<file path="src/rtl/core/chs_ram.sv">
// Generic simple dual-port RAM with registered read.
module chs_ram #(
   parameter int unsigned WIDTH = 8,
   parameter int unsigned DEPTH = 256
) (
   input  logic                     clock,
   input  logic                     wr_en,
   input  logic [$clog2(DEPTH)-1:0] wr_addr,
   input  logic [WIDTH-1:0]         wr_data,
   input  logic                     rd_en,
   input  logic [$clog2(DEPTH)-1:0] rd_addr,
   output logic [WIDTH-1:0]         rd_data
);

   logic [WIDTH-1:0] mem_ff [DEPTH];
   logic [WIDTH-1:0] rd_data_ff;

   always_ff @(posedge clock) begin
      if (wr_en) begin
         mem_ff[wr_addr] <= wr_data;
      end
      if (rd_en) begin
         rd_data_ff <= mem_ff[rd_addr];
      end
   end

   assign rd_data = rd_data_ff;

endmodule

</file>
<file path="config.mk">
export PLATFORM = sky130hd
export DESIGN_NAME = chs_ram
export DESIGN_NICKNAME = d
export VERILOG_FILES = /design/src/rtl/core/chs_ram.sv
export SDC_FILE = /design/constraint.sdc
export NUM_CORES = 2
export LEC_CHECK = 0
export BUFFER_PORTS_ARGS = -buffer_cell sky130_fd_sc_hd__clkbuf_2
export CAP_MARGIN = 20
export CORE_MARGIN = 10
export CORE_UTILIZATION = 32
export CTS_CLUSTER_SIZE = 8
export DETAILED_ROUTE_END_ITERATION = 12
export HOLD_SLACK_MARGIN = 0.15
export SLEW_MARGIN = 20
export SYNTH_ARGS = -nofsm -noshare
export SYNTH_HDL_FRONTEND = slang
export SYNTH_SLANG_ARGS = --single-unit
</file>
<file path="constraint.sdc">
create_clock -name clock -period 2.8 [get_ports clock]
set_input_delay 0.56 -clock clock [delete_from_list [all_inputs] [get_ports clock]]
set_output_delay 0.56 -clock clock [all_outputs]
set_load 0.05 [all_outputs]
</file>
==> results.json <==
{
  "status": "finished, final reports clean",
  "grt_max_degree": 98,
  "yosysSeqAreaShare_pct": 77.5,
  "synth_cell_types": 54,
  "wl_um": 208000,
  "grt.total_usage_pct": 15.1,
  "required_ns": 3.42,
  "holdPathStages": 1,
  "synth_edf_count": 2056,
  "final_cells": 7924,
  "critPathCaptureType": "flop",
  "r2r_slack_ns": 0.08,
  "core_area_um2": 248000,
  "timing.final.crit_share_pct": 97.2,
  "crit_arrival_ns": 3.34,
  "hold-worst-slack_ns": 0.181,
  "p_leak_nw": 31.4,
  "num_vias": 41267,
  "synth_warnings": 0,
  "cts_num_sinks": 2056,
  "slew_headroom_pct": 41.6,
  "clock_path_buffers": 4,
  "cts_tree": "yes",
  "grt_pass1_vias": 42689,
  "setup_viol": 0,
  "io_buffers": 34,
  "dp_hpwl_um": 135000,
  "cts_root_buf": "clkbuf_16",
  "pwr_density_cell_nw_per_um2": 713,
  "register_area_um2": 61700,
  "critPathLaunchType": "flop",
  "fillers": 22015,
  "fp.dieW_um": 519,
  "rows": 183,
  "start_util_pct": 32.1,
  "die-area_um2": 269000,
  "grt_overflow": 0,
  "cts_inserted_buffers": 308,
  "synth_fp_nets": 3760,
  "hp-class": "in -> reg",
  "tns_ns": 0,
  "drt-pass1-iter-count": 5,
  "antenna_found_initial": 8,
  "clk_latency_ns": 0.90,
  "drive_above_1_share_pct": 34.0,
  "syn2layout_area_growth_pct": 21.9,
  "rsz0062_at_grt": "false",
  "grt_pass1_wl_um": 304000,
  "ys_ff_latch": 2056,
  "multi_input_area_um2": 16500,
  "route.detailed.drc": 0,
  "synth-main-ff-cell": "edfxtp_1",
  "viasPerCell": 5.21,
  "path_clk_slew_ns": 0.05,
  "fmax_mhz": 368,
  "async_flop_share_pct": 0,
  "peakVddDrop_mv": 0.641,
  "final_cell_area_um2": 97100,
  "critical_path_class": "reg -> reg",
  "syn-cell-area_um2": 79600,
  "first_iter_violations": 4548,
  "nets": 4604,
  "detail_route.wl_per_cell_um": 26.3,
  "finalMaxSlewViolations": 0,
  "worstPathMaxFanout": 1,
  "worst_slew_pin_slew_ns": 0.876,
  "finalCriticalPeriod_ns": 2.72,
  "drtAntennaViolNets": 0,
  "dieHeight_um": 519,
  "num_io_pins": 35,
  "synth_cells": 3733,
  "syn_area_per_cell_um2": 21.3,
  "clock_skew_ns": 0.0574,
  "gp_congestion": 0.847,
  "rr_worst_depth": 6,
  "dp_cells": 7591,
  "hold_viol": 0,
  "ctsHtreeMaxLevel": 5,
  "place_area_um2": 89100,
  "max_cap_viol_count": 0
}
layer usage:
metal / wire [um] / global-route usage (%)
met2: 102000 / 24.8
met4: 5790 / 4.38
met5: 31 / 0
met1: 85600 / 20.6
met3: 14800 / 2.71
cells in the mapped netlist (3+ instances only):
| library cell | count | area [um^2] |
|---|---|---|
| o221ai_1 | 46 | 403 |
| o211ai_1 | 10 | 75.1 |
| o22ai_1 | 28 | 175 |
| edfxtp_1 | 2056 | 61700 |
| buf_6 | 21 | 236 |
| nor2_1 | 282 | 1060 |
| a221oi_1 | 13 | 114 |
| o22a_1 | 5 | 43.8 |
| buf_4 | 27 | 203 |
| buf_1 | 22 | 82.6 |
| mux2i_1 | 134 | 1340 |
| nand3_1 | 34 | 170 |
| buf_2 | 31 | 155 |
| nand2_1 | 33 | 124 |
| nand2b_1 | 8 | 50.1 |
| a21oi_1 | 96 | 480 |
| nand4_1 | 10 | 62.6 |
| nor3_1 | 22 | 110 |
| a211oi_1 | 16 | 120 |
| buf_8 | 13 | 195 |
| nor2b_1 | 31 | 194 |
| and2_1 | 6 | 37.5 |
| a22o_1 | 8 | 70.1 |
| nor4_2 | 3 | 37.5 |
| o21ai_0 | 10 | 50.1 |
| a22oi_1 | 133 | 998 |
| buf_12 | 8 | 160 |
| o32ai_1 | 4 | 35.0 |
| or2_2 | 4 | 25.0 |
| clkbuf_1 | 111 | 417 |
| mux4_2 | 454 | 10200 |
| nor4_1 | 24 | 150 |
final timing paths:
check | endpoint | from
worst min register to register | rd_data[5] | mem_ff[32][5]
worst max register to register | rd_data[1] | mem_ff[65][1]
worst max-delay path | rd_data[1] | mem_ff[65][1]
worst min-delay path | mem_ff[154][3] | wr_data[3]
final cells by class:
type,instances,share of cell area [%]
repair buffers,767,6.96
well taps,3330,4.29
multi-input cells,1442,17.0
diodes,1,0.00258
flip-flops and latches,2056,63.6
inverters,2,0.00773
clock buffers,312,8.00
clock inverters,14,0.162
cells by family (layout without fill, tap and decap cells):
family | Yosys count | count (layout) | synth area share [%]
flops | 2056 | 2056 | 77.5
simple gates | 466 | 466 | 2.63
compound gates | 385 | 385 | 3.42
mux | 591 | 591 | 14.6
other cells | 0 | 1 | 0
buf+inv | 235 | 1095 | 1.83
power breakdown:
part           total, mW  leakage [nW]  internal, mW  switching, mW
registers           34.1          18.5          34.0         0.0568
logic               3.63          9.01          1.48           2.15
clock network       31.5          3.90          19.5           12.0
total               69.2          31.4          55.0           14.2
worst max-delay path: stages (launching register included):
cell and delay [ns]:
edfxtp_1 0.37, mux4_2 0.50, mux4_2 0.54, nor2b_1 0.21, nor4_1 0.56, buf_4 0.23
nor4_1 0.05
state kept, by name, summed over array words and instances (netlist names):
| register | cells |
|---|---|
| mem_ff | 2048 |
| rd_data | 8 |
per-stage QoR:
stage,power [mW],util [%],setup slack [ns]
finish,69.2,39.1,0.0795
global route,71.3,39.1,0.0152
CTS,69.8,39.1,0.0617
detailed placement,38.3,35.9,-1.14
global placement,38.3,35.9,-1.14
floorplan,36.3,-,0.164
repair_timing:
action / 4_1_cts / 5_1_grt
gates resized for setup: 2 / 2
setup endpoints to repair: 2 / 2
endpoints found under the hold margin: 127 / 0
buffers inserted: 0 / 0
hold buffers: 6 / 0
pin swaps: 0 / 0
layout by cell type (no fill, tap or decap), types with 46 or more instances in the layout:
cell and instances:
buf_12 77, buf_4 652, o221ai_1 46, nor2_1 279, mux2i_1 134, a21oi_1 96, mux4_2 454, clkbuf_16 310
edfxtp_1 2056, a22oi_1 133
Note: power is estimated with default switching activity, not from simulation.
