`src/rtl/core/chs_pkg.sv`:
```
// Shared constants and types for the 3x3 Canny hysteresis block.
package chs_pkg;

   // Frame limits
   localparam int unsigned MAX_COLS = 2048;
   localparam int unsigned MAX_ROWS = 2048;
   localparam int unsigned MIN_SIZE = 3;

   // Field and counter widths
   localparam int unsigned PIX_W    = 8;
   localparam int unsigned SIZE_W   = 12;
   localparam int unsigned COL_W    = $clog2(MAX_COLS);
   localparam int unsigned ROW_W    = 12;
   localparam int unsigned TOTAL_W  = $clog2(MAX_COLS) + $clog2(MAX_ROWS) + 1;
   localparam int unsigned OPC_W    = TOTAL_W - 1;
   localparam int unsigned CSR_IDX_W = 2;

   // Configuration register indexes
   localparam logic [CSR_IDX_W-1:0] CSR_FRAME_ROWS   = 2'd0;
   localparam logic [CSR_IDX_W-1:0] CSR_FRAME_COLS   = 2'd1;
   localparam logic [CSR_IDX_W-1:0] CSR_WEAK_LEVEL   = 2'd2;
   localparam logic [CSR_IDX_W-1:0] CSR_STRONG_LEVEL = 2'd3;

   // Reset values of the configuration registers
   localparam logic [SIZE_W-1:0] FRAME_ROWS_RST   = 12'd1080;
   localparam logic [SIZE_W-1:0] FRAME_COLS_RST   = 12'd1920;
   localparam logic [PIX_W-1:0]  WEAK_LEVEL_RST   = 8'd90;
   localparam logic [PIX_W-1:0]  STRONG_LEVEL_RST = 8'd255;

   // Result queue depth
   localparam int unsigned OQ_DEPTH = 3;
   localparam int unsigned OQ_PTR_W = 2;
   localparam int unsigned OQ_CNT_W = 2;

   // Per-pixel control that travels with a transaction into the window stage
   typedef struct packed {
      logic emit;     // this transaction produces a result
      logic border;   // result pixel lies on the frame border
      logic last;     // result is the final pixel of the frame
   } pix_info_type;

endpackage

```
`src/rtl/core/chs_ctrl.sv`:
```
// Frame position counters, size clamping and per-pixel control decode.
module chs_ctrl import chs_pkg::*; (
   input  logic              clock,
   input  logic              reset,
   input  logic [SIZE_W-1:0] frame_rows,
   input  logic [SIZE_W-1:0] frame_cols,
   input  logic              accept,
   output logic [COL_W-1:0]  col,
   output pix_info_type      info
);

   logic [SIZE_W-1:0]   rows_cl;
   logic [SIZE_W-1:0]   cols_cl;
   logic [TOTAL_W-1:0]  total;
   logic [2*SIZE_W-1:0] product;

   logic [ROW_W-1:0]   row_ff, row_in;
   logic [COL_W-1:0]   col_ff, col_in;
   logic [OPC_W-1:0]   opc_ff, opc_in;

   logic [SIZE_W-1:0]  col_plus;
   logic [TOTAL_W-1:0] opc_plus;
   logic               row_wrap;
   logic               emit;
   logic               border;
   logic               last;

   // Clamp the frame size and form the pixel count
   always_comb begin
      if (frame_rows < SIZE_W'(MIN_SIZE)) begin
         rows_cl = SIZE_W'(MIN_SIZE);
      end else if (frame_rows > SIZE_W'(MAX_ROWS)) begin
         rows_cl = SIZE_W'(MAX_ROWS);
      end else begin
         rows_cl = frame_rows;
      end
      if (frame_cols < SIZE_W'(MIN_SIZE)) begin
         cols_cl = SIZE_W'(MIN_SIZE);
      end else if (frame_cols > SIZE_W'(MAX_COLS)) begin
         cols_cl = SIZE_W'(MAX_COLS);
      end else begin
         cols_cl = frame_cols;
      end
   end

   assign product = rows_cl * cols_cl;
   assign total   = product[TOTAL_W-1:0];

   // Decode the current position
   assign col_plus = {{(SIZE_W-COL_W){1'b0}}, col_ff} + SIZE_W'(1);
   assign row_wrap = (col_plus >= cols_cl);
   assign opc_plus = {1'b0, opc_ff} + TOTAL_W'(1);
   assign emit     = (row_ff >= ROW_W'(2)) || (row_ff == ROW_W'(1) && col_ff != '0);
   assign border   = (col_ff < COL_W'(2)) || (row_ff < ROW_W'(2)) || (row_ff >= rows_cl);
   assign last     = emit && (opc_plus >= total);

   // Next counter values
   always_comb begin
      row_in = row_ff;
      col_in = col_ff;
      opc_in = opc_ff;
      if (accept) begin
         if (last) begin
            row_in = '0;
            col_in = '0;
            opc_in = '0;
         end else begin
            if (row_wrap) begin
               col_in = '0;
               if (row_ff != '1) begin
                  row_in = row_ff + ROW_W'(1);
               end
            end else begin
               col_in = col_plus[COL_W-1:0];
            end
            if (emit) begin
               opc_in = opc_plus[OPC_W-1:0];
            end
         end
      end
   end

   always_ff @(posedge clock) begin
      if (reset) begin
         row_ff <= '0;
         col_ff <= '0;
         opc_ff <= '0;
      end else begin
         row_ff <= row_in;
         col_ff <= col_in;
         opc_ff <= opc_in;
      end
   end

   assign col         = col_ff;
   assign info.emit   = emit;
   assign info.border = border;
   assign info.last   = last;

endmodule

```
`config.mk`:
```
export PLATFORM = sky130hd
export DESIGN_NAME = chs_ctrl
export DESIGN_NICKNAME = d
export VERILOG_FILES = /design/src/rtl/core/chs_pkg.sv /design/src/rtl/core/chs_ctrl.sv
export SDC_FILE = /design/constraint.sdc
export NUM_CORES = 1
export LEC_CHECK = 0
export BUFFER_PORTS_ARGS = -buffer_cell sky130_fd_sc_hd__buf_2
export CORE_ASPECT_RATIO = 0.5
export CORE_UTILIZATION = 31
export DETAILED_ROUTE_END_ITERATION = 6
export PLACE_DENSITY = 0.44
export REMOVE_ABC_BUFFERS = 1
export SLEW_MARGIN = 20
export SYNTH_ARGS = -nofsm -noshare
export SYNTH_HDL_FRONTEND = slang
export SYNTH_SLANG_ARGS = --single-unit
```
`constraint.sdc`:
```
create_clock -name clock -period 31.5 [get_ports clock]
set_input_delay 4.725 -clock clock [delete_from_list [all_inputs] [get_ports clock]]
set_output_delay 4.725 -clock clock [all_outputs]
set_load 0.005 [all_outputs]
```
==> summary.md <==
| Metric | Value |
|---|---|
| Async set-reset flop share out of synthesis | `0` |
| Critical Path End | `info[0]` |
| Worst-Skew Late Latency | `0.29 ns` |
| Max-slew violations | `0` |
| Worst reg2reg path endpoint | `row_ff[0]` |
| Layout cells sized above 1 | `0.06208` |
| Share of the synthesized area in the top cell type | `0.2408` |
| Cells on worst reg2reg path | `16` |
| Final GP Congestion | `0.8805` |
| IO Port Bufs | `40` |
| Required time of the critical path | `26.78 ns` |
| Post-route setup TNS | `0 ns` |
| CP max FO | `19` |
| Die W | `232.5 um` |
| Min-Delay Path Class | `flip-flop to flip-flop` |
| Status | `finished, final reports clean` |
| Clock root cell | `clkbuf_16` |
| Postcts setup bufs | `0` |
| Initial antenna violation count | `0` |
| Netlist cell types | `55` |
| Vias in the first global route | `6925` |
| RSZ-0062 raised after global routing | `false` |
| Vias post-DR | `6860` |
| CP startpoint kind | `primary input` |
| Max Cap Viol | `0` |
| # H-tree levels | `2` |
| Tmin final | `18.15 ns` |
| Critical Path AT | `13.42 ns` |
| Sink count of the clock tree | `45` |
| Worst path max stage delay | `0.78 ns` |
| CTS Buf Count | `5` |
| Gate Count Post-Synth | `1033` |
| Drt first pass iters | `5` |
| Area Growth Syn to Fin | `8.451%` |
| DP Wirelength | `19970 um` |
| Cell taking the most area after synthesis | `fa_1` |
| WL per Instance | `17.58 um` |
| Gr usage total | `0.1912` |
| Register area share after synthesis | `0.1094` |
| First-pass GRT wire length | `39700 um` |
| Chip height | `117.2 um` |
| Final wirelength | `24460 um` |
| Reg2Reg Launch Point | `opc_ff[0]` |
| Setup Viol. Count Final | `0` |
| DP Worst Slack | `13.38 ns` |
| 1st-iter DRT viols | `361` |
| Nets | `1284` |
| Crit Path Class | `primary input to primary output` |
| Per-instance average area after synthesis | `7.969 um2` |
| # resized after CTS | `0` |
| Main area contributors after synthesis | `fa_1, ha_1, dfxtp_1` |
| Worst-Margin Slew | `0.9474 ns` |
| Diode count | `0` |
| Slowest stage cell, crit path | `a21oi_2` |
| Relative slew slack | `0.3684` |
| Grt ovf | `0` |
| Skew final | `0.004897 ns` |
| Setup WS post-layout | `13.35 ns` |
| Largest net degree at the start of global routing | `30` |
| FF+latch count, synth | `45` |
| Fin. Hold Viols | `0` |
| Crit path from | `frame_rows[2]` |
| Clk slew on worst S/H paths | `0.07 ns` |
| Detail Route Antenna Nets | `0` |
| Fin crit share | `0.5761` |
| DR vias/cell | `4.932` |
| # DRC | `0` |
| Yosys warning total | `0` |
| Ports | `41` |
| Most frequent CP cell | `fa_1` |
| CTS Buffer Depth | `2` |
| Prevailing post-synth register cell | `dfxtp_1` |
| Cts hold-fix bufs | `0` |
| EDFF count, synth | `0` |
| Placement row count | `41` |
| Lkg Pwr | `0.004438 uW` |
| CP endpoint kind | `primary output` |
| Mapped Area | `8232 um2` |
| Initial Util | `0.3209` |
| FMAX | `55.11 MHz` |
| Core area | `25650 um2` |
| Total power per unit cell area | `27.68 nW/um2` |
| Register-to-register setup slack | `26.63 ns` |
| CTS tree | `yes` |
| VDD IR max | `19.10 uV` |
| Die ar. | `27250 um2` |
-- state kept, by name, indices dropped and copies added, names as in the netlist --
register and count:
col 11, opc_ff 22, row_ff 12
-- synthesized netlist by cell type, types with 6 or more instances --
master    number
a21o_1        16
a21oi_1       45
and2_1         9
and3_1        16
buf_2          7
clkbuf_1      31
clkinv_1       6
dfxtp_1       45
fa_1          99
ha_1         112
inv_1        150
nand2_1      139
nand2b_1       8
nand3_1       35
nand4_1       13
nor2_1       104
nor2b_1       14
nor3_1        13
nor4_1         9
o21a_1         6
o21ai_0       31
xnor2_1       27
xor2_1        36
-- cell usage in the layout, fill, tap and decap left out, types with 4 or more instances in the layout --
cell type and count:
buf_4 8, nand2b_1 8, xnor2_1 27, o21ai_0 31
and3_1 16, nor2_1 104, xor2_1 36, a31oi_1 4
clkinv_1 6, o21a_1 6, nand4_1 13, and2_1 9
fa_1 99, dfxtp_1 45, clkbuf_16 5, a21oi_1 45
nor3_1 13, buf_2 40, a21o_1 16, a211oi_1 5
nor2b_1 14, nand3_1 35, nand2_1 139, ha_1 112
nor4_1 9, o211ai_1 5, inv_1 150
-- critical path: cells and delay by family --
family                     cells  cell delay (ns)
AOI/OAI and AO/OA             10             2.97
xor gates and xnor gates       1             0.19
adders and majority gates      7             3.25
buffers and inverters          5             0.46
and+or+nand+nor                8             1.82
-- power by group --
group | internal [uW] | switching [uW]
registers | 57.6 | 1.06
logic | 46.1 | 73.7
clock network | 45.3 | 23.4
-- kinds of logic after synthesis --
family	synth area share
AND/OR/NAND/NOR	0.2130
multiplexers	0.003648
buffers and inverters	0.09363
adder cells (fa/ha/maj)	0.4110
AO/OA/AOI/OAI	0.1023
flip-flops	0.1094
XOR/XNOR	0.06703
-- per-layer routing --
layer	global-route usage	share of wire	vias to the layer above
met3	0.02277	0.056	18
met2	0.2937	0.42	183
met5	0	0	-
met4	0.03224	0.011	0
li1	-	-	3367
met1	0.2887	0.52	3292
-- layout make-up --
cell class | count | area, um2
fillers | 2739 | 16720
multi-input cells | 790 | 6560
flip-flops and latches | 45 | 900.9
inverters | 156 | 585.6
well taps | 344 | 430.4
repair buffers | 48 | 260.3
clock buffers | 5 | 125.1
clock inverters | 3 | 65.06
-- worst min path at each step --
stage / cells after the start / endpoint / from / slack (ns)
floorplan: 2 / opc_ff[1] / opc_ff[1] / 0.44
global placement: 2 / opc_ff[1] / opc_ff[1] / 0.46
detailed placement: 2 / opc_ff[1] / opc_ff[1] / 0.46
CTS: 2 / opc_ff[1] / opc_ff[1] / 0.47
global route: 2 / opc_ff[1] / opc_ff[1] / 0.51
finish: 2 / opc_ff[1] / opc_ff[1] / 0.47
-- stage by stage --
stage	power, uW	cells	cell area [um2]	util	hold WS (ns)
final	247.1	1391	8927	0.3480	0.4711
after global routing	268.5	1391	8927	0.3480	0.5077
after CTS	250.0	1391	8927	0.3480	0.4737
after detailed placement	178.9	1383	8737	0.3406	0.4647
after global placement	178.1	1383	8737	0.3406	0.4596
after floorplan	140.7	991	8046	-	0.4383
(Power assumes the default switching activity.)
