File: src/rtl/core/chs_pkg.sv
// Shared constants and types for the 3x3 Canny hysteresis block.
package chs_pkg;

   // Frame limits
   localparam int unsigned MAX_COLS = 2048;
   localparam int unsigned MAX_ROWS = 2048;
   localparam int unsigned MIN_SIZE = 3;

   // Field and counter widths
   localparam int unsigned PIX_W    = 8;
   localparam int unsigned SIZE_W   = 12;
   localparam int unsigned COL_W    = $clog2(MAX_COLS);
   localparam int unsigned ROW_W    = 12;
   localparam int unsigned TOTAL_W  = $clog2(MAX_COLS) + $clog2(MAX_ROWS) + 1;
   localparam int unsigned OPC_W    = TOTAL_W - 1;
   localparam int unsigned CSR_IDX_W = 2;

   // Configuration register indexes
   localparam logic [CSR_IDX_W-1:0] CSR_FRAME_ROWS   = 2'd0;
   localparam logic [CSR_IDX_W-1:0] CSR_FRAME_COLS   = 2'd1;
   localparam logic [CSR_IDX_W-1:0] CSR_WEAK_LEVEL   = 2'd2;
   localparam logic [CSR_IDX_W-1:0] CSR_STRONG_LEVEL = 2'd3;

   // Reset values of the configuration registers
   localparam logic [SIZE_W-1:0] FRAME_ROWS_RST   = 12'd1080;
   localparam logic [SIZE_W-1:0] FRAME_COLS_RST   = 12'd1920;
   localparam logic [PIX_W-1:0]  WEAK_LEVEL_RST   = 8'd90;
   localparam logic [PIX_W-1:0]  STRONG_LEVEL_RST = 8'd255;

   // Result queue depth
   localparam int unsigned OQ_DEPTH = 3;
   localparam int unsigned OQ_PTR_W = 2;
   localparam int unsigned OQ_CNT_W = 2;

   // Per-pixel control that travels with a transaction into the window stage
   typedef struct packed {
      logic emit;     // this transaction produces a result
      logic border;   // result pixel lies on the frame border
      logic last;     // result is the final pixel of the frame
   } pix_info_type;

endpackage

File: src/rtl/core/chs_window.sv
// 3x3 window registers and the weak/strong neighbour test.
module chs_window import chs_pkg::*; (
   input  logic             clock,
   input  logic             reset,
   input  logic             shift,
   input  logic [PIX_W-1:0] pix_up,
   input  logic [PIX_W-1:0] pix_lo,
   input  logic [PIX_W-1:0] pix_cur,
   input  logic             border,
   input  logic [PIX_W-1:0] weak_level,
   input  logic [PIX_W-1:0] strong_level,
   output logic [PIX_W-1:0] result
);

   // Older two window columns, row 0 on top; the newest comes from the inputs
   logic [PIX_W-1:0] mid_ff [3];
   logic [PIX_W-1:0] mid_in [3];
   logic [PIX_W-1:0] new_ff [3];
   logic [PIX_W-1:0] new_in [3];
   logic [PIX_W-1:0] nbr    [8];
   logic [PIX_W-1:0] center;
   logic             hit;

   always_comb begin
      for (int i = 0; i < 3; i++) begin
         mid_in[i] = shift ? new_ff[i] : mid_ff[i];
      end
      new_in[0] = shift ? pix_up  : new_ff[0];
      new_in[1] = shift ? pix_lo  : new_ff[1];
      new_in[2] = shift ? pix_cur : new_ff[2];
   end

   always_ff @(posedge clock) begin
      if (reset) begin
         for (int i = 0; i < 3; i++) begin
            mid_ff[i] <= '0;
            new_ff[i] <= '0;
         end
      end else begin
         for (int i = 0; i < 3; i++) begin
            mid_ff[i] <= mid_in[i];
            new_ff[i] <= new_in[i];
         end
      end
   end

   // Test on the window as it stands after this shift
   assign center = new_ff[1];
   assign nbr[0] = mid_ff[0];
   assign nbr[1] = new_ff[0];
   assign nbr[2] = pix_up;
   assign nbr[3] = mid_ff[1];
   assign nbr[4] = pix_lo;
   assign nbr[5] = mid_ff[2];
   assign nbr[6] = new_ff[2];
   assign nbr[7] = pix_cur;

   always_comb begin
      hit = 1'b0;
      for (int k = 0; k < 8; k++) begin
         if (nbr[k] == strong_level) begin
            hit = 1'b1;
         end
      end
      if (border) begin
         result = '0;
      end else if (center == weak_level) begin
         result = hit ? strong_level : '0;
      end else begin
         result = center;
      end
   end

endmodule

File: config.mk
export PLATFORM = sky130hd
export DESIGN_NAME = chs_window
export DESIGN_NICKNAME = d
export VERILOG_FILES = /design/src/rtl/core/chs_pkg.sv /design/src/rtl/core/chs_window.sv
export SDC_FILE = /design/constraint.sdc
export NUM_CORES = 1
export LEC_CHECK = 0
export ABC_AREA = 1
export BUFFER_PORTS_ARGS = -buffer_cell sky130_fd_sc_hd__buf_2
export CORE_ASPECT_RATIO = 1.5
export CORE_MARGIN = 2
export CORE_UTILIZATION = 56
export DETAILED_ROUTE_END_ITERATION = 10
export HOLD_SLACK_MARGIN = 0.15
export MAX_ROUTING_LAYER = met4
export PLACE_DENSITY = 0.77
export SYNTH_ARGS = -nofsm -noshare
export SYNTH_HDL_FRONTEND = slang
export SYNTH_SLANG_ARGS = --single-unit
export TNS_END_PERCENT = 30
File: constraint.sdc
create_clock -name clock -period 2 [get_ports clock]
set_input_delay 0.4 -clock clock [delete_from_list [all_inputs] [get_ports clock]]
set_output_delay 0.4 -clock clock [all_outputs]
set_load 0.03 [all_outputs]
==> impl_metrics.csv, run 1 <==
group,metric,value,unit
status,status,"finished, violations left",
status,violations,"negative setup slack",
global_routing,grt_pass1_wl,11.7,mm
clock_network,clkTransAtPathRegs,0.09,ns
layout,regArea,0.00100,mm²
floorplan,dieHeight,90.6,µm
timing,drv_slew,0,
logic_synthesis,seq_area_frac_synth,0.343,
placed_design,place_congestion,0.785,
timing,slew_headroom,0.663,
logic_synthesis,synth_top_area_frac,0.343,
global_routing,grt_pass1_vias,2578,
run,drv_cap,0,
setup_path,r2r_cells,3,
layout,antenna_cells,0,
timing,tightest_slew,0.505,ns
logic_synthesis,synth_top_family_by_area,"simple AND/OR/NAND/NOR gates",
logic_synthesis,syn_avg_cell_area,7.06,µm²
setup_path,crit_family,"simple AND/OR/NAND/NOR gates",
setup_path,cp.required,1.60,ns
setup_path,slowest_stage,"dfxtp_4",
timing,setup_ws,-0.191,ns
global_routing,grt_max_degree,51,
detailed_routing,viasPerCell,5.31,
layout,multiInputGateArea,0.00189,mm²
detailed_routing,drc,0,
layout,fill_cells,355,
detailed_routing,drt-initial-drc-count,184,
logic_synthesis,syn_inst,397,
logic_synthesis,synth_mux_area_frac,0,
floorplan,core_area,0.00481,mm²
detailed_routing,dr_total_vias,2794,
layout,final_area,0.00375,mm²
setup_path,crit_fanout,8,
logic_synthesis,synth_edf_count,0,
setup_path,r2r_slack,1.18,ns
layout,drive_gt1_frac,0.363,
timing,setup_violations,8,
timing,rsz0062_at_grt,"true",
logic_synthesis,synthSimpleGateAreaFrac,0.252,
floorplan,die_area,0.00560,mm²
setup_path,critPathCaptureType,"output pin",
timing,hold_viol_final,0,
placed_design,io_buffers,51,
logic_synthesis,yosys.area_share.adder,0,
floorplan,die_w,61.8,µm
logic_synthesis,netlist_area,0.00280,mm²
floorplan,io_pins,52,
timing,fin_skew,0.00203,ns
power_and_ir_drop,leakagePower,1.54,nW
detailed_routing,drt_first_pass_iters,4,
logic_synthesis,yosysMostFrequentCell,"nand2_1",
hold_path,hold_path.class,"input port to register",
timing,fin_setup_tns,-1.28,ns
placed_design,dpl-instance-area,0.00323,mm²
placed_design,dp_hpwl,4.91,mm
logic_synthesis,post_synth_num_cell_types,19,
clock_network,htreeDepth,2,
global_routing,grtUsageTotal,0.276,
setup_path,worstSetupPathType,"register to output pin",
detailed_routing,wirelength,7.67,mm
setup_path,crit_buf_inv,2,
logic_synthesis,synth_warnings,0,
clock_network,cts_tree,"built",
clock_network,cts_sinks,48,
timing,timing.hold.ws,0.359,ns
timing,max_freq,456,MHz
timing,fin_crit_sh,1.10,
logic_synthesis,synth_area_leader_cell,"dfxtp_1",
logic_synthesis,synth_compound_area_frac,0.129,
logic_synthesis,synth_xor_area_frac,0.203,
logic_synthesis,synth_flop_cell,"dfxtp_1",
setup_path,r2r-end,"mid_ff[0][11]",
setup_path,cp.arrival,1.79,ns
setup_path,cp_cell_sequence,"nor2_1, o211ai_2, nor3_4, buf_12, o21ai_0, a21oi_2, buf_6",
logic_synthesis,synthTopCellsByCount,"154 x nand2_1, 65 x xnor2_1, 48 x a21oi_1, 48 x dfxtp_1, 25 x nor2_1",
hold_path,min_to,"new_ff[0][7]",
floorplan,num_rows,31,
power_and_ir_drop,power.density,581,mW/mm²
timing,fin_crit,2.19,ns
power_and_ir_drop,p_total,2.18,mW
detailed_routing,wl_per_cell,14.6,µm
detailed_routing,antenna_left,0,
hold_path,worstHoldPathCells,3,
layout,final_util,0.780,
global_routing,antenna_found_initial,0,
logic_synthesis,syn_nets,441,
setup_path,cp-start-kind,"register",
logic_synthesis,async_reset_ff_frac,0,
clock_network,insertion_delay,0.30,ns
clock_network,cts_root_buf,"clkbuf_8",
setup_path,r2r-start,"new_ff[0][11]",
clock_network,clk_path_buf_depth,2,
layout,nets,503,
floorplan,start_util,0.583,
power_and_ir_drop,peakVddDrop,353,µV
setup_path,slowest_delay,0.37,ns
global_routing,gr-total-overflow,0,
logic_synthesis,ys_ff_latch,48,
hold_path,min-delay-start,"pix_up[7]",
layout,syn_to_final_growth,33.9,%
logic_synthesis,synth_area_leaders,"dfxtp_1 34%, nand2_1 21%, xnor2_1 20%",
clock_network,cts_made_buffers,5,
[metal layers]
| metal | part of all wire | wire, µm | global-route usage | vias up |
|---|---|---|---|---|
| met4 | 0.041 | 316 | 0.106 | 0 |
| met3 | 0.052 | 395 | 0.0415 | 35 |
| met2 | 0.53 | 4080 | 0.440 | 128 |
| li1 | - | - | - | 1368 |
| met5 | 0 | 0 | - | - |
| met1 | 0.37 | 2870 | 0.339 | 1263 |
[placed cells by master, fill, tap and decap left out, types with 7 or more instances in the layout]
master and instances:
nand2_1 150, a21oi_1 44, xnor2_1 41, buf_2 36, dfxtp_2 25, xnor2_2 23
buf_4 22, dfxtp_1 20, nor2_1 16, buf_6 13, nor2_2 9, inv_1 7
[report_power, final]
part | switching (mW) | total [mW] | leakage [nW] | internal (mW)
clock network | 0.317 | 0.600 | 0.0455 | 0.283
logic | 0.270 | 0.535 | 1.09 | 0.265
registers | 0.0435 | 1.05 | 0.405 | 1.00
total | 0.631 | 2.18 | 1.54 | 1.55
[worst max path at each step]
stage | slack [ns] | depth (start not counted) | start | end
after floorplan | 0.00004 | 12 | strong_level[5] | result[0]
after global placement | -0.21 | 12 | strong_level[5] | result[1]
after detailed placement | -0.26 | 11 | strong_level[4] | result[1]
after CTS | -0.14 | 10 | new_ff[0][7] | result[3]
after global routing | -0.30 | 7 | new_ff[0][9] | result[2]
final | -0.19 | 7 | new_ff[0][9] | result[2]
[worst register-to-register path, delay by kind of cell (launching register included)]
| kind | cells | cell delay (ns) |
|---|---|---|
| buffers and inverters | 1 | 0.13 |
| AOI/OAI and AO/OA | 1 | 0.18 |
| DFF | 1 | 0.38 |
| and+or+nand+nor | 1 | 0.06 |
[state kept, by name, summed over array words and instances (netlist names)]
name,count
new_ff,24
mid_ff,24
[final cells by class]
type | instances | share of cell area
Inverter | 12 | 0.0120
Tap cell | 66 | 0.0220
Sequential cell | 48 | 0.267
Clock buffer | 8 | 0.0240
Multi-Input combinational cell | 313 | 0.503
Timing Repair Buffer | 79 | 0.172
[cells by family after synthesis]
kind of cell	after synthesis
XOR/XNOR	65
AO/OA/AOI/OAI	65
flip-flops	48
buffers and inverters	36
AND/OR/NAND/NOR	183
[metrics by stage]
step | worst slack (ns) | instances
after floorplan | 0.0000407 | 397
after global placement | -0.207 | 513
after detailed placement | -0.264 | 513
after CTS | -0.141 | 523
after global routing | -0.301 | 526
final | -0.191 | 526
[what timing repair did]
item / in CTS / in global routing
pin swaps: 24 / 33
hold buffers: 0 / 0
setup buffers: 2 / 2
endpoints found under the setup margin: 8 / 8
gates resized for setup: 51 / 57
gates cloned: 0 / 1
Note: power is estimated with default switching activity, not from simulation.
==> inputs of run 2 (changes only) <==
--- a/config.mk
+++ b/config.mk
@@ -9,11 +9,11 @@
 export BUFFER_PORTS_ARGS = -buffer_cell sky130_fd_sc_hd__buf_2
 export CORE_ASPECT_RATIO = 1.5
 export CORE_MARGIN = 2
-export CORE_UTILIZATION = 56
+export CORE_UTILIZATION = 50
 export DETAILED_ROUTE_END_ITERATION = 10
 export HOLD_SLACK_MARGIN = 0.15
 export MAX_ROUTING_LAYER = met4
-export PLACE_DENSITY = 0.77
+export PLACE_DENSITY = 0.73
 export SYNTH_ARGS = -nofsm -noshare
 export SYNTH_HDL_FRONTEND = slang
 export SYNTH_SLANG_ARGS = --single-unit
==> constraint.sdc (replaced) <==
create_clock -name clock -period 1.9 [get_ports clock]
set_input_delay 0.38 -clock clock [delete_from_list [all_inputs] [get_ports clock]]
set_output_delay 0.38 -clock clock [all_outputs]
set_load 0.03 [all_outputs]
==> impl_metrics.csv, run 2 (synthesis results as in run 1) <==
group,metric,value,unit
timing,drv_slew,0,
floorplan,core_area,0.00545,mm²
detailed_routing,drt-initial-drc-count,171,
setup_path,cp-start-kind,"register",
setup_path,startpoint,"new_ff[0][11]",
floorplan,start_util,0.514,
setup_path,critPathCaptureType,"output pin",
timing,setup_violations,8,
clock_network,htreeDepth,2,
setup_path,slowest_delay,0.37,ns
floorplan,die_area,0.00623,mm²
layout,antenna_cells,0,
global_routing,grt_pass1_wl,11.6,mm
run,drv_cap,0,
timing,rsz0062_at_grt,"true",
power_and_ir_drop,peakVddDrop,369,µV
status,violations,"negative setup slack",
floorplan,dieHeight,95.7,µm
layout,drive_gt1_frac,0.300,
placed_design,place_congestion,0.827,
power_and_ir_drop,leakagePower,1.47,nW
timing,fin_crit,2.24,ns
clock_network,cts_sinks,48,
clock_network,clkTransAtPathRegs,0.09,ns
global_routing,grtUsageMet1,0.287,
global_routing,grt_util_met2,0.418,
setup_path,cp.required,1.52,ns
timing,max_freq,447,MHz
detailed_routing,wirelength,7.08,mm
clock_network,cts_made_buffers,5,
timing,fin_crit_sh,1.18,
detailed_routing,dr_total_vias,2723,
layout,nets,514,
detailed_routing,drt_first_pass_iters,5,
hold_path,hold_path.class,"input port to register",
power_and_ir_drop,power.density,610,mW/mm²
clock_network,hold_buffers,0,
detailed_routing,wl_per_cell,13.1,µm
setup_path,cp.arrival,1.86,ns
floorplan,die_w,65.1,µm
global_routing,grt_busiest_layer,"met2",
detailed_routing,viasPerCell,5.04,
layout,final_util,0.659,
timing,fin_skew,0.00698,ns
floorplan,num_rows,33,
detailed_routing,antenna_left,0,
global_routing,grtUsageTotal,0.242,
placed_design,preCtsSetupSlack,-0.307,ns
placed_design,dp_cells,527,
setup_path,cp_cell_sequence,"xnor2_2, nand4_1, nor3_4, buf_6, o21ai_1, a21oi_1, buf_4",
timing,slew_headroom,0.676,
global_routing,gr-usage-met3,0.0339,
status,status,"finished, violations left",
global_routing,gr-total-overflow,0,
placed_design,dp_hpwl,4.84,mm
layout,syn_to_final_growth,28.2,%
layout,final_common_cell,"nand2_1",
timing,tightest_slew,0.485,ns
setup_path,crit_fanout,8,
layout,most-common-layout-cells,"151 x nand2_1, 57 x xnor2_1, 46 x a21oi_1",
setup_path,r2r_slack,1.15,ns
setup_path,slowest_stage,"dfxtp_4",
floorplan,io_pins,52,
timing,fin_setup_tns,-2.10,ns
setup_path,r2r-start,"new_ff[0][12]",
detailed_routing,drc,0,
placed_design,dpl-instance-area,0.00329,mm²
setup_path,r2r_cells,3,
layout,final_cells,540,
layout,reg_top3,"mid_ff x24, new_ff x24",
global_routing,antenna_found_initial,0,
timing,hold_viol_final,0,
clock_network,cts_tree,"built",
setup_path,r2r-end,"mid_ff[0][12]",
layout,final_area,0.00359,mm²
clock_network,clk_path_buf_depth,2,
setup_path,worstSetupPathType,"register to output pin",
timing,setup_ws,-0.338,ns
clock_network,cts_root_buf,"clkbuf_8",
global_routing,grt_pass1_vias,2542,
global_routing,grt_max_degree,29,
setup_path,crit_end,"result[3]",
clock_network,insertion_delay,0.30,ns
power_and_ir_drop,p_total,2.19,mW
timing,timing.hold.ws,0.339,ns
placed_design,io_buffers,51,
[run 2: changes by cell type in the layout (fill, tap and decap cells not counted), moves of 2 or more]
cell     before  now
o21ai_2       3    6
buf_6        13    6
buf_12        6    4
dfxtp_2      25    6
xnor2_2      23    8
a21oi_2       6    4
buf_4        22   40
o21ai_0       2    0
buf_2        36   40
a21oi_1      44   46
dfxtp_1      20   39
xnor2_1      41   57
[run 2: worst min-delay path by stage]
stage | end | cells past startpoint | from
final | new_ff[0][15] | 3 | pix_lo[7]
after global routing | new_ff[0][22] | 3 | pix_cur[6]
after CTS | new_ff[0][4] | 3 | pix_up[4]
after detailed placement | mid_ff[0][16] | 2 | mid_ff[0][16]
after global placement | mid_ff[0][18] | 2 | mid_ff[0][18]
after floorplan | mid_ff[0][23] | 2 | mid_ff[0][23]
[run 2: area by class of cell]
class / count / area (µm²)
flip-flops and latches: 48 / 980
inverters: 12 / 45.0
repair buffers: 90 / 648
well taps: 70 / 87.6
clock buffers: 6 / 72.6
multi-input cells: 313 / 1750
clock inverters: 1 / 5.00
fillers: 460 / 1860
[run 2: per-layer routing]
metal  part of all wire  routed length (µm)
met5                  0                   0
met4              0.026                 182
met3              0.040                 283
met2               0.52                3660
met1               0.42                2950
[run 2: where the power goes]
part	switching (mW)	internal, mW	leakage (nW)	total [mW]
clock network	0.317	0.251	0.0410	0.567
registers	0.0411	1.05	0.398	1.09
logic	0.272	0.257	1.04	0.530
total	0.630	1.56	1.47	2.19
[run 2: repair_timing]
action,in CTS,in global routing
setup buffers,0,6
resized for setup,26,34
endpoints found under the setup margin,8,8
pin swaps,3,17
endpoints found under the hold margin,0,0
[run 2: critical path: cells and delay by family, from the launching register on]
family	cells	cell delay (ns)
AND/OR/NAND/NOR	2	0.43
AO/OA/AOI/OAI	2	0.25
XOR/XNOR	1	0.14
flip-flops	1	0.37
buffers and inverters	2	0.36
