File: src/rtl/core/chs_pkg.sv
// Shared constants and types for the 3x3 Canny hysteresis block.
package chs_pkg;

   // Frame limits
   localparam int unsigned MAX_COLS = 2048;
   localparam int unsigned MAX_ROWS = 2048;
   localparam int unsigned MIN_SIZE = 3;

   // Field and counter widths
   localparam int unsigned PIX_W    = 8;
   localparam int unsigned SIZE_W   = 12;
   localparam int unsigned COL_W    = $clog2(MAX_COLS);
   localparam int unsigned ROW_W    = 12;
   localparam int unsigned TOTAL_W  = $clog2(MAX_COLS) + $clog2(MAX_ROWS) + 1;
   localparam int unsigned OPC_W    = TOTAL_W - 1;
   localparam int unsigned CSR_IDX_W = 2;

   // Configuration register indexes
   localparam logic [CSR_IDX_W-1:0] CSR_FRAME_ROWS   = 2'd0;
   localparam logic [CSR_IDX_W-1:0] CSR_FRAME_COLS   = 2'd1;
   localparam logic [CSR_IDX_W-1:0] CSR_WEAK_LEVEL   = 2'd2;
   localparam logic [CSR_IDX_W-1:0] CSR_STRONG_LEVEL = 2'd3;

   // Reset values of the configuration registers
   localparam logic [SIZE_W-1:0] FRAME_ROWS_RST   = 12'd1080;
   localparam logic [SIZE_W-1:0] FRAME_COLS_RST   = 12'd1920;
   localparam logic [PIX_W-1:0]  WEAK_LEVEL_RST   = 8'd90;
   localparam logic [PIX_W-1:0]  STRONG_LEVEL_RST = 8'd255;

   // Result queue depth
   localparam int unsigned OQ_DEPTH = 3;
   localparam int unsigned OQ_PTR_W = 2;
   localparam int unsigned OQ_CNT_W = 2;

   // Per-pixel control that travels with a transaction into the window stage
   typedef struct packed {
      logic emit;     // this transaction produces a result
      logic border;   // result pixel lies on the frame border
      logic last;     // result is the final pixel of the frame
   } pix_info_type;

endpackage

File: src/rtl/core/chs_outq.sv
// Three-entry result queue that decouples the pipeline from the result consumer.
module chs_outq import chs_pkg::*; (
   input  logic             clock,
   input  logic             reset,
   input  logic             push,
   input  logic [PIX_W-1:0] push_pixel,
   input  logic             push_last,
   input  logic             inflight,
   output logic             space,
   output logic             rsp_tvalid,
   input  logic             rsp_tready,
   output logic [PIX_W-1:0] rsp_tdata,
   output logic             rsp_tlast
);

   logic [PIX_W-1:0]    pix_ff  [OQ_DEPTH];
   logic                last_ff [OQ_DEPTH];
   logic [OQ_PTR_W-1:0] head_ff, head_in;
   logic [OQ_PTR_W-1:0] tail_ff, tail_in;
   logic [OQ_CNT_W-1:0] count_ff, count_in;
   logic [OQ_CNT_W:0]   load;
   logic                pop;

   assign pop = rsp_tvalid && rsp_tready;

   // Pointer and fill bookkeeping
   always_comb begin
      head_in  = head_ff;
      tail_in  = tail_ff;
      count_in = count_ff;
      if (pop) begin
         head_in = (head_ff == OQ_PTR_W'(OQ_DEPTH - 1)) ? '0 : head_ff + OQ_PTR_W'(1);
      end
      if (push) begin
         tail_in = (tail_ff == OQ_PTR_W'(OQ_DEPTH - 1)) ? '0 : tail_ff + OQ_PTR_W'(1);
      end
      if (push && !pop) begin
         count_in = count_ff + OQ_CNT_W'(1);
      end else if (pop && !push) begin
         count_in = count_ff - OQ_CNT_W'(1);
      end
   end

   always_ff @(posedge clock) begin
      if (reset) begin
         head_ff  <= '0;
         tail_ff  <= '0;
         count_ff <= '0;
      end else begin
         head_ff  <= head_in;
         tail_ff  <= tail_in;
         count_ff <= count_in;
      end
   end

   always_ff @(posedge clock) begin
      if (push) begin
         pix_ff[tail_ff]  <= push_pixel;
         last_ff[tail_ff] <= push_last;
      end
   end

   // Room for one more transaction counting the one still in the window stage
   assign load  = {1'b0, count_ff} + {{OQ_CNT_W{1'b0}}, inflight};
   assign space = (load < (OQ_CNT_W+1)'(OQ_DEPTH));

   assign rsp_tvalid = (count_ff != '0);
   assign rsp_tdata  = pix_ff[head_ff];
   assign rsp_tlast  = last_ff[head_ff];

endmodule

File: config.mk
export PLATFORM = sky130hd
export DESIGN_NAME = chs_outq
export DESIGN_NICKNAME = d
export VERILOG_FILES = /design/src/rtl/core/chs_pkg.sv /design/src/rtl/core/chs_outq.sv
export SDC_FILE = /design/constraint.sdc
export NUM_CORES = 1
export LEC_CHECK = 0
export ABC_AREA = 1
export ABC_CLOCK_PERIOD_IN_PS = 2200
export BUFFER_PORTS_ARGS = -buffer_cell sky130_fd_sc_hd__buf_2
export CORE_ASPECT_RATIO = 1.2
export CORE_MARGIN = 1.5
export CORE_UTILIZATION = 40
export CTS_BUF_LIST = sky130_fd_sc_hd__clkbuf_4 sky130_fd_sc_hd__clkbuf_8
export DETAILED_ROUTE_END_ITERATION = 7
export SLEW_MARGIN = 20
export SYNTH_ARGS = -nofsm -noshare
export SYNTH_HDL_FRONTEND = slang
export SYNTH_SLANG_ARGS = --single-unit
File: constraint.sdc
create_clock -name clock -period 2.2 [get_ports clock]
set_clock_uncertainty 0.15 [all_clocks]
set_input_delay 0.44 -clock clock [delete_from_list [all_inputs] [get_ports clock]]
set_output_delay 0.44 -clock clock [all_outputs]
set_load 0.05 [all_outputs]
==> metrics.log, run 1 <==
INFO  metric critPathRequiredTime = 1.61 ns
INFO  metric hold_fix_buffer_count_after_cts = 0
INFO  metric dpl_wire_length = between 1500 and 2000 µm
INFO  metric ant_nets = 0
INFO  metric crit_path_max_fanout = 4
INFO  metric port_buffers = 24
INFO  metric synthDistinctLibCells = 19
INFO  metric layout.cells.most_common_list = sky130_fd_sc_hd__edfxtp_1 (27), sky130_fd_sc_hd__buf_2 (24), sky130_fd_sc_hd__a21oi_1 (21), sky130_fd_sc_hd__nand2_1 (20), sky130_fd_sc_hd__nor2_1 (15)
INFO  metric syn-num-nets = about 140
INFO  metric cp-startpoint = count_ff[0]
INFO  metric drt_wl_total = roughly 2400 µm
INFO  metric power_leakage = between 0.0006 and 0.0007 µW
INFO  metric die_width = about 56 µm
INFO  metric grt_start_max_net_pins = 11
INFO  metric grt_pass1_vias = about 950
INFO  metric grt_setup_unrepaired = no
INFO  metric critical_path.slowest_cell = sky130_fd_sc_hd__dfxtp_1
INFO  metric timing.critical_path.arrival = about 1.5 ns
INFO  metric post_synth.cell_area_avg = around 12 µm²
INFO  metric numCtsBuffers = 5
INFO  metric floorplan.die.height = roughly 67 µm
INFO  metric slew_limit_fails = 0
INFO  metric drtPass1Iterations = 4
INFO  metric worstHoldPathType = in -> reg
INFO  metric remaining_drc_errors = 0
INFO  metric timing.critical_path.max_delay_family = adder cells
INFO  metric maxCapViolCount = 0
INFO  metric numPlacedInstances = 180
INFO  metric num_rows = 23
INFO  metric dpl_worst_slack = 0.207 ns
INFO  metric final_common_cell = sky130_fd_sc_hd__edfxtp_1
INFO  metric ios = 25
INFO  metric clockBufferDepth = 2
INFO  metric grt_antenna_before_repair = 0
INFO  metric vias = 928
INFO  metric slew_headroom = 69.4%
INFO  metric synthCells = 119
INFO  metric clkLatencyLatePin = ~0.28 ns
INFO  metric clockRootBuffer = sky130_fd_sc_hd__clkbuf_8
INFO  metric crit_chain = ha_1 > ha_1 > a21oi_2 > buf_2
INFO  metric worst_setup_path_end_kind = output port
INFO  metric total_inserted_antenna_cells = 0
INFO  metric yosys_register_bits = 35
INFO  metric first_pass_grt_wire_length = 4030 µm
INFO  metric hold_start = reset
INFO  metric maximum_vdd_drop = approximately 530 µV
INFO  metric timing.final.setup_violations = 0
INFO  metric non_filler_cells_in_the_finished_layout = ~190
INFO  metric maxClockFrequency = approximately 0.48 GHz
INFO  metric p_per_area = between 1000 and 1500 nW/µm²
INFO  metric path_buf_inv = 1
INFO  metric yosysSeqAreaShare = a little over two thirds
INFO  metric tritoncts = built
INFO  metric final.setup.tns = 0 ns
INFO  metric rr_startpoint = count_ff[0]
INFO  metric cts_post_setup_buffers_inserted = 0
INFO  metric final_net_count = roughly 170
INFO  metric max_stage_delay = between 0.3 and 0.4 ns
INFO  metric finalWorstSetupSlack = 0.121 ns
INFO  metric globalRouteOverflowTotal = 0
INFO  metric dieArea = 3790 µm²
INFO  metric final-hold-violation-count = 0
INFO  metric area_of_the_mapped_netlist = between 1000 and 1500 µm²
INFO  metric cts_resized = 0
INFO  metric floorplan.core_area = 3310 µm²
INFO  metric final_layout_size_suffix_gt1_share = a little over a quarter
INFO  metric post_drt_via_cell_ratio = about 5
INFO  metric first_iter_violations = 37
INFO  metric run_status = complete, no violations
INFO  metric tritoncts_num_sinks = 35
INFO  metric final.min_clock_period = just over 2 ns
INFO  metric timing_worst_slew_pin_value = around 0.46 ns
INFO  metric fillers = approximately 300
INFO  metric cp_common_cell = sky130_fd_sc_hd__ha_1
INFO  metric synth.yosys.warnings = 0
INFO  metric fin_crit_sh = around 94%
INFO  metric postLayoutCoreUtil = between 40% and 50%
INFO  metric routed_wl_per_cell = between 10 and 15 µm
INFO  metric criticalPathCategory = reg -> out
INFO  metric hold-worst-slack = 0.199 ns
INFO  metric globalplace.congestion = ~0.73
INFO  metric crit_path_launch_type = register
INFO  metric cts.reportedPaths.clkPinSlew = around 0.07 ns
INFO  metric areaGrowthSynthToFinish = 18.8%
INFO  metric ctsHtreeMaxLevel = 2
INFO  metric globalRouteTotalUtil = 14.7%
INFO  metric floorplan.initialDensity = approximately two fifths
-- state kept, by name, summed over array words and instances (netlist names), named ones only --
signal,flops
count_ff,2
pix_ff,24
head_ff,2
tail_ff,2
last_ff,3
-- final timing paths --
check        depth (start not counted)          end  slack, ns
min                                  2   tail_ff[0]       0.20
max                                  4        space       0.12
min reg2reg                          2   tail_ff[1]       0.34
max reg2reg                          8  count_ff[1]       0.75
-- routing by layer --
| metal | track usage (%) | up-vias | wire length, µm |
|---|---|---|---|
| met5 | 0 | - | 0 |
| met4 | 8.93 | 0 | 56 |
| met3 | 4.41 | 7 | 114 |
| met2 | 26.9 | 26 | 1330 |
| met1 | 14.7 | 430 | 944 |
| li1 | - | 465 | - |
-- power breakdown --
group | internal, µW | switching, µW | total, µW
clock | 246 | 202 | 449
sequential | 757 | 35.9 | 793
combinational | 112 | 318 | 429
-- worst register-to-register path, stage by stage, from the launching register on --
cell                      delay [ns]
sky130_fd_sc_hd__dfxtp_1        0.40
sky130_fd_sc_hd__o21a_2         0.17
sky130_fd_sc_hd__inv_1          0.05
sky130_fd_sc_hd__ha_1           0.29
sky130_fd_sc_hd__inv_1          0.08
sky130_fd_sc_hd__nand3_1        0.08
sky130_fd_sc_hd__nand2_1        0.06
sky130_fd_sc_hd__inv_1          0.03
sky130_fd_sc_hd__nor2_1         0.08
-- kinds of logic after synthesis --
logic type	share of synthesized area (%)
AO/OA/AOI/OAI	9.58
adder cells (fa/ha/maj)	2.74
buffers and inverters	5.29
flip-flops	70.8
AND/OR/NAND/NOR	11.6
-- cells in the mapped netlist, drive strengths merged --
cell | number | area share, %
dfxtp | 8 | 12
nand3 | 2 | 0.73
nor3 | 1 | 0.36
o211ai | 1 | 0.55
buf | 2 | 1.2
a21oi | 22 | 8.0
nand4 | 1 | 0.46
nor2 | 15 | 4.1
o21ai | 1 | 0.36
inv | 13 | 3.7
nand2 | 21 | 5.9
edfxtp | 27 | 59
clkinv | 1 | 0.36
ha | 3 | 2.7
o21a | 1 | 0.64
-- through the flow --
stage	cell area (µm²)	total power [µW]
finish	1630	1670
global route	1630	1760
CTS	1630	1700
detailed placement	1540	1240
global placement	1540	1230
floorplan	1380	1140
-- layout make-up --
cell class | count | area (µm²) | area share [%]
flip-flops and latches | 35 | 971 | 59.6
multi-input cells | 68 | 332 | 20.4
well taps | 37 | 46.3 | 2.84
clock inverters | 1 | 5.00 | 0.307
clock buffers | 7 | 83.8 | 5.15
repair buffers | 26 | 135 | 8.29
inverters | 14 | 56.3 | 3.46
(Power assumes the default switching activity.)
==> run 2, diff against run 1 <==
- CTS_BUF_LIST: sky130_fd_sc_hd__clkbuf_4 sky130_fd_sc_hd__clkbuf_8 -> sky130_fd_sc_hd__clkbuf_16
- SKIP_LAST_GASP: unset -> 1
==> run 2 against run 1 <==
Die area did not move. Global-route usage barely moved. Total power rose by 12%. Wire length rose by 1.1%. Highest routed layer unchanged. Combinational power barely moved. Cell count did not move. Clock power rose by 42%. Largest cell class unchanged. Non-clock buffer count did not move.
==> metrics.log, run 2 (same netlist as run 1, synthesis figures left out) <==
INFO  metric final_common_cell = sky130_fd_sc_hd__edfxtp_1
INFO  metric globalRouteOverflowTotal = 0
INFO  metric power_frac_seq = 42.6%
INFO  metric internal-power = 1280 µW
INFO  metric maxCapViolCount = 0
INFO  metric drtPass1Iterations = 4
INFO  metric routed_wl_per_cell = between 10 and 15 µm
INFO  metric worst_setup_path_end_kind = output port
INFO  metric grt_antenna_before_repair = 0
INFO  metric critPathRequiredTime = 1.61 ns
INFO  metric floorplan.die.height = 67.1 µm
INFO  metric final.setup.tns = 0 ns
INFO  metric die_width = around 56 µm
INFO  metric maxClockFrequency = just under 0.5 GHz
INFO  metric power_leakage = approximately 0.00071 µW
INFO  metric numCtsBuffers = 5
INFO  metric worstReg2RegEnd = count_ff[1]
INFO  metric worstHoldPathType = in -> reg
INFO  metric timing.critical_path.arrival = about 1.5 ns
INFO  metric remaining_drc_errors = 0
INFO  metric clockRootBuffer = sky130_fd_sc_hd__clkbuf_16
INFO  metric cts.reportedPaths.clkPinSlew = 0.05 ns
INFO  metric criticalPathCategory = reg -> out
INFO  metric clkLatencyLatePin = between 0.2 and 0.3 ns
INFO  metric tritoncts = built
INFO  metric ios = 25
INFO  metric first_pass_grt_wire_length = roughly 4100 µm
INFO  metric floorplan.initialDensity = 41.4%
INFO  metric crit_path_max_fanout = 4
INFO  metric floorplan.core_area = about 3300 µm²
INFO  metric layout.cells.most_common_list = sky130_fd_sc_hd__edfxtp_1 (27), sky130_fd_sc_hd__buf_2 (24), sky130_fd_sc_hd__a21oi_1 (21), sky130_fd_sc_hd__nand2_1 (20), sky130_fd_sc_hd__nor2_1 (15)
INFO  metric clockBufferDepth = 2
INFO  metric pwr-share-clk = 34.3%
INFO  metric final_net_count = between 150 and 200
INFO  metric flip_flop_count_of_the_largest_register_after_layout = 24
INFO  metric register_to_register_path_depth = 8
INFO  metric grt_pass1_vias = ~960
INFO  metric cts_post_setup_buffers_inserted = 0
INFO  metric rr_startpoint = count_ff[0]
INFO  metric ant_nets = 0
INFO  metric worst_hold_path.num_cells = 2
INFO  metric hold_start = reset
INFO  metric final_layout_size_suffix_gt1_share = 25.2%
INFO  metric grt_start_max_net_pins = 11
INFO  metric crit_path_launch_type = register
INFO  metric ctsHtreeMaxLevel = 2
INFO  metric post_drt_via_cell_ratio = roughly 4.9
INFO  metric vias = about 930
INFO  metric slew_limit_fails = 0
INFO  metric drt_wl_total = ~2500 µm
INFO  metric fin_crit_sh = between 90% and 100%
INFO  metric hold_path_end = tail_ff[0]
INFO  metric final-hold-violation-count = 0
INFO  metric tritoncts_num_sinks = 35
INFO  metric run_status = complete, no violations
INFO  metric share_comb_of_total_power = 23.1%
INFO  metric dpl_wire_length = ~1700 µm
INFO  metric num_rows = 23
INFO  metric port_buffers = 24
INFO  metric grt_setup_unrepaired = no
INFO  metric first_iter_violations = 25
INFO  metric hold_fix_buffer_count_after_cts = 0
INFO  metric globalplace.congestion = between 0.7 and 0.8
INFO  metric timing_worst_slew_pin_value = between 0.4 and 0.5 ns
INFO  metric fin_area = 1680 µm²
INFO  metric worst-r2r-setup-slack = around 0.75 ns
INFO  metric p_per_area = around 1100 nW/µm²
INFO  metric power.net_switching = slightly below 600 µW
INFO  metric placed_cell_area = between 1500 and 2000 µm²
INFO  metric final.min_clock_period = 2.07 ns
INFO  metric maximum_vdd_drop = 617 µV
INFO  metric areaGrowthSynthToFinish = 22.4%
INFO  metric dieArea = 3790 µm²
INFO  metric power.share.switching = a little under a third
INFO  metric total_inserted_antenna_cells = 0
INFO  metric globalRouteTotalUtil = roughly 15%
INFO  metric max_flop_register = pix_ff
INFO  metric timing.final.setup_violations = 0
INFO  metric top_regs = pix_ff: 24 flops, last_ff: 3 flops
INFO  metric slew_headroom = just under 70%
INFO  metric cts_resized = 0
run 2: changes by cell type in the layout (fill, tap and decap cells not counted), sizes merged:
cell / delta
clkbuf: -2
inv: +2
run 2: routing by layer:
metal | global-route usage (%) | share of wire, % | up-vias
met5 | 0 | 0 | -
met1 | 14.7 | 41 | 437
met2 | 27.0 | 54 | 19
met3 | 4.98 | 3.4 | 4
met4 | 8.04 | 1.6 | 0
li1 | - | - | 466
run 2: per-stage QoR:
stage               hold slack, ns  instances  utilization [%]  worst slack (ns)  power, µW
floorplan                    0.301        119                -             0.230       1140
global placement             0.311        180             46.5             0.226       1230
detailed placement           0.335        180             46.5             0.207       1240
CTS                          0.204        188             50.7             0.122       1880
global route                 0.207        188             50.7            0.0587       1950
finish                       0.210        188             50.7             0.133       1860
run 2: layout make-up:
| cell class | count | area [µm²] |
|---|---|---|
| sequential | 35 | 971 |
| inverter | 14 | 56.3 |
| tap | 37 | 46.3 |
| clock buffer | 5 | 125 |
| timing repair buffer | 26 | 135 |
| fill | 304 | 1630 |
| clock inverter | 3 | 12.5 |
| multi-input combinational | 68 | 332 |
run 2: worst max-delay path, cell delays in order (launching register included):
cell                      delay, ns
sky130_fd_sc_hd__dfxtp_1       0.34
sky130_fd_sc_hd__ha_1          0.19
sky130_fd_sc_hd__ha_1          0.28
sky130_fd_sc_hd__a21oi_2       0.13
sky130_fd_sc_hd__buf_2         0.26
run 2: how the worst max path moves through the flow:
| stage | startpoint | to | slack, ns | cells past startpoint |
|---|---|---|---|---|
| after floorplan | inflight | space | 0.23 | 3 |
| after global placement | inflight | space | 0.23 | 5 |
| after detailed placement | inflight | space | 0.21 | 5 |
| after CTS | count_ff[0] | space | 0.12 | 4 |
| after global routing | register | rsp_tdata[1] | 0.06 | 4 |
| final | count_ff[0] | space | 0.13 | 4 |
run 2: power by group through the flow:
stage               sequential [µW]  clock, µW  combinational, µW
CTS                             795        655                435
floorplan                       787          0                351
detailed placement              807          0                433
global route                    799        685                470
finish                          795        639                431
global placement                805          0                426
==> run 3, diff against run 2 <==
- ABC_CLOCK_PERIOD_IN_PS: 2200 -> 2400
- RECOVER_POWER: unset -> 100
- clock period: 2.2 -> 2.4 ns (I/O delays scaled with it)
==> run 3 against run 2 <==
Sequential share of layout area grew 0.086 points. Largest power group unchanged. Register-to-register slack better by 0.11 ns. Die area is the same. Core utilization is 0.076 points lower. Combinational power is 12% lower. Sequential cell count unchanged.
==> metrics.log, run 3 (same netlist as run 1, synthesis figures left out) <==
INFO  metric grt_start_max_net_pins = 12
INFO  metric tritoncts_num_sinks = 35
INFO  metric maxCapViolCount = 0
INFO  metric remaining_drc_errors = 0
INFO  metric worst-r2r-setup-slack = ~0.86 ns
INFO  metric slew_headroom = between 60% and 70%
INFO  metric ant_nets = 0
INFO  metric multiInputGateArea = between 300 and 400 µm²
INFO  metric globalRouteOverflowTotal = 0
INFO  metric final-hold-violation-count = 0
INFO  metric floorplan.die.height = 67.1 µm
INFO  metric routed_wl_per_cell = about 13 µm
INFO  metric rr_startpoint = tail_ff[1]
INFO  metric power.share.switching = a little under a third
INFO  metric vias = 926
INFO  metric dpl_wire_length = approximately 1700 µm
INFO  metric worstReg2RegEnd = pix_ff[2][3]
INFO  metric fin_crit_sh = between 80% and 90%
INFO  metric power_leakage = a little under 0.0007 µW
INFO  metric cts.reportedPaths.clkPinSlew = 0.05 ns
INFO  metric criticalPathCategory = reg -> out
INFO  metric numCtsBuffers = 5
INFO  metric hold_path_end = tail_ff[1]
INFO  metric grt_pass1_vias = 896
INFO  metric hold_fix_buffer_count_after_cts = 0
INFO  metric detailroute.wirelength.met2 = ~1300 µm
INFO  metric max_flop_register = pix_ff
INFO  metric final_layout_size_suffix_gt1_share = between 15 and 20%
INFO  metric floorplan.initialDensity = 41.4%
INFO  metric hold_start = reset
INFO  metric clockRootBuffer = sky130_fd_sc_hd__clkbuf_16
INFO  metric floorplan.core_area = ~3300 µm²
INFO  metric flip_flop_count_of_the_largest_register_after_layout = 24
INFO  metric top_regs = pix_ff: 24 flops, last_ff: 3 flops
INFO  metric globalplace.congestion = roughly 0.7
INFO  metric worstHoldPathType = in -> reg
INFO  metric grt_antenna_before_repair = 0
INFO  metric cts_post_setup_buffers_inserted = 0
INFO  metric num_rows = 23
INFO  metric share_comb_of_total_power = roughly a fifth
INFO  metric power_frac_seq = between 40% and 50%
INFO  metric total_inserted_antenna_cells = 0
INFO  metric clockBufferDepth = 2
INFO  metric fillers = approximately 300
INFO  metric final.setup.tns = 0 ns
INFO  metric timing.final.setup_violations = 0
INFO  metric drt_wl_total = about 2400 µm
INFO  metric first_iter_violations = 27
INFO  metric first_pass_grt_wire_length = 3880 µm
INFO  metric crit_path_launch_type = register
INFO  metric route.layer.met1.wl = between 1000 and 1500 µm
INFO  metric ios = 25
INFO  metric crit_path_max_fanout = 10
INFO  metric pwr-share-clk = 38.8%
INFO  metric dr_wl_met3 = about 130 µm
INFO  metric timing_worst_slew_pin_value = just under 0.6 ns
INFO  metric critPathRequiredTime = 1.77 ns
INFO  metric dieArea = between 3000 and 4000 µm²
INFO  metric layout.cells.most_common_list = sky130_fd_sc_hd__edfxtp_1 (27), sky130_fd_sc_hd__a21oi_1 (22), sky130_fd_sc_hd__nand2_1 (20), sky130_fd_sc_hd__nor2_1 (15), sky130_fd_sc_hd__inv_1 (13)
INFO  metric register_to_register_path_depth = 3
INFO  metric placed_cell_area = 1530 µm²
INFO  metric worst_hold_path.num_cells = 2
INFO  metric final_common_cell = sky130_fd_sc_hd__edfxtp_1
INFO  metric power.net_switching = around 540 µW
INFO  metric port_buffers = 24
INFO  metric maxUsedRoutingLayer = met4
INFO  metric maxClockFrequency = approximately 0.46 GHz
INFO  metric slew_limit_fails = 0
INFO  metric totalPowerFinal = roughly 1800 µW
INFO  metric worst_setup_path_end_kind = output port
INFO  metric ff_latch_area = approximately 970 µm²
INFO  metric p_per_area = approximately 1100 nW/µm²
INFO  metric areaGrowthSynthToFinish = 22.2%
INFO  metric ctsHtreeMaxLevel = 2
INFO  metric drtPass1Iterations = 4
INFO  metric globalRouteTotalUtil = between 10% and 20%
INFO  metric clkLatencyLatePin = 0.27 ns
INFO  metric die_width = 56.5 µm
INFO  metric postLayoutCoreUtil = about half
INFO  metric cts_resized = 0
INFO  metric internal-power = approximately 1300 µW
INFO  metric final_net_count = roughly 170
INFO  metric fin_area = roughly 1700 µm²
INFO  metric tritoncts = built
INFO  metric grt_setup_unrepaired = no
INFO  metric post_drt_via_cell_ratio = 4.95
INFO  metric maximum_vdd_drop = approximately 530 µV
INFO  metric final.min_clock_period = 2.16 ns
INFO  metric timing.critical_path.arrival = about 1.5 ns
INFO  metric run_status = complete, no violations
INFO  metric hold-worst-slack = 0.240 ns
## run 3: changes by cell type in the layout (fill, tap and decap cells not counted), sizes merged
| cell | change |
|---|---|
| buf | -20 |
| inv | -1 |
| clkbuf | +19 |
| bufinv | +1 |
## run 3: how the worst max path moves through the flow
stage / from / to / cells after the start
after floorplan: inflight / space / 3
after global placement: inflight / space / 5
after detailed placement: inflight / space / 5
after CTS: register / rsp_tdata[0] / 4
after global routing: register / rsp_tdata[3] / 4
final: register / rsp_tdata[2] / 4
## run 3: layer usage
| layer | GRT usage, % | vias up |
|---|---|---|
| li1 | - | 463 |
| met1 | 14.3 | 440 |
| met2 | 25.6 | 19 |
| met3 | 4.79 | 4 |
| met4 | 8.04 | 0 |
| met5 | 0 | - |
## run 3: critical path, cell delays in order (launching register included)
cell and delay [ns]:
sky130_fd_sc_hd__dfxtp_1 0.41, sky130_fd_sc_hd__inv_1 0.29, sky130_fd_sc_hd__nand2_1 0.09, sky130_fd_sc_hd__a21oi_1 0.17
sky130_fd_sc_hd__clkbuf_2 0.30
## run 3: power by group through the flow
stage,combinational (µW),sequential [µW],clock [µW]
floorplan,318,722,0
global placement,380,742,0
detailed placement,387,745,0
CTS,388,732,720
global route,410,735,740
finish,379,731,704
## run 3: cell type report
class                   instances  share of cell area [%]
flip-flops and latches         35                    58.0
multi-input cells              68                    19.6
clock buffers                   5                    7.47
repair buffers                 25                    6.65
inverters                      14                    3.29
well taps                      37                    2.76
clock inverters                 3                    2.32
## run 3: stage by stage
| stage | worst slack (ns) | instances |
|---|---|---|
| after global placement | 0.350 | 179 |
| after floorplan | 0.0592 | 119 |
| after CTS | 0.255 | 187 |
| final | 0.240 | 187 |
| after global routing | 0.106 | 187 |
| after detailed placement | 0.330 | 179 |
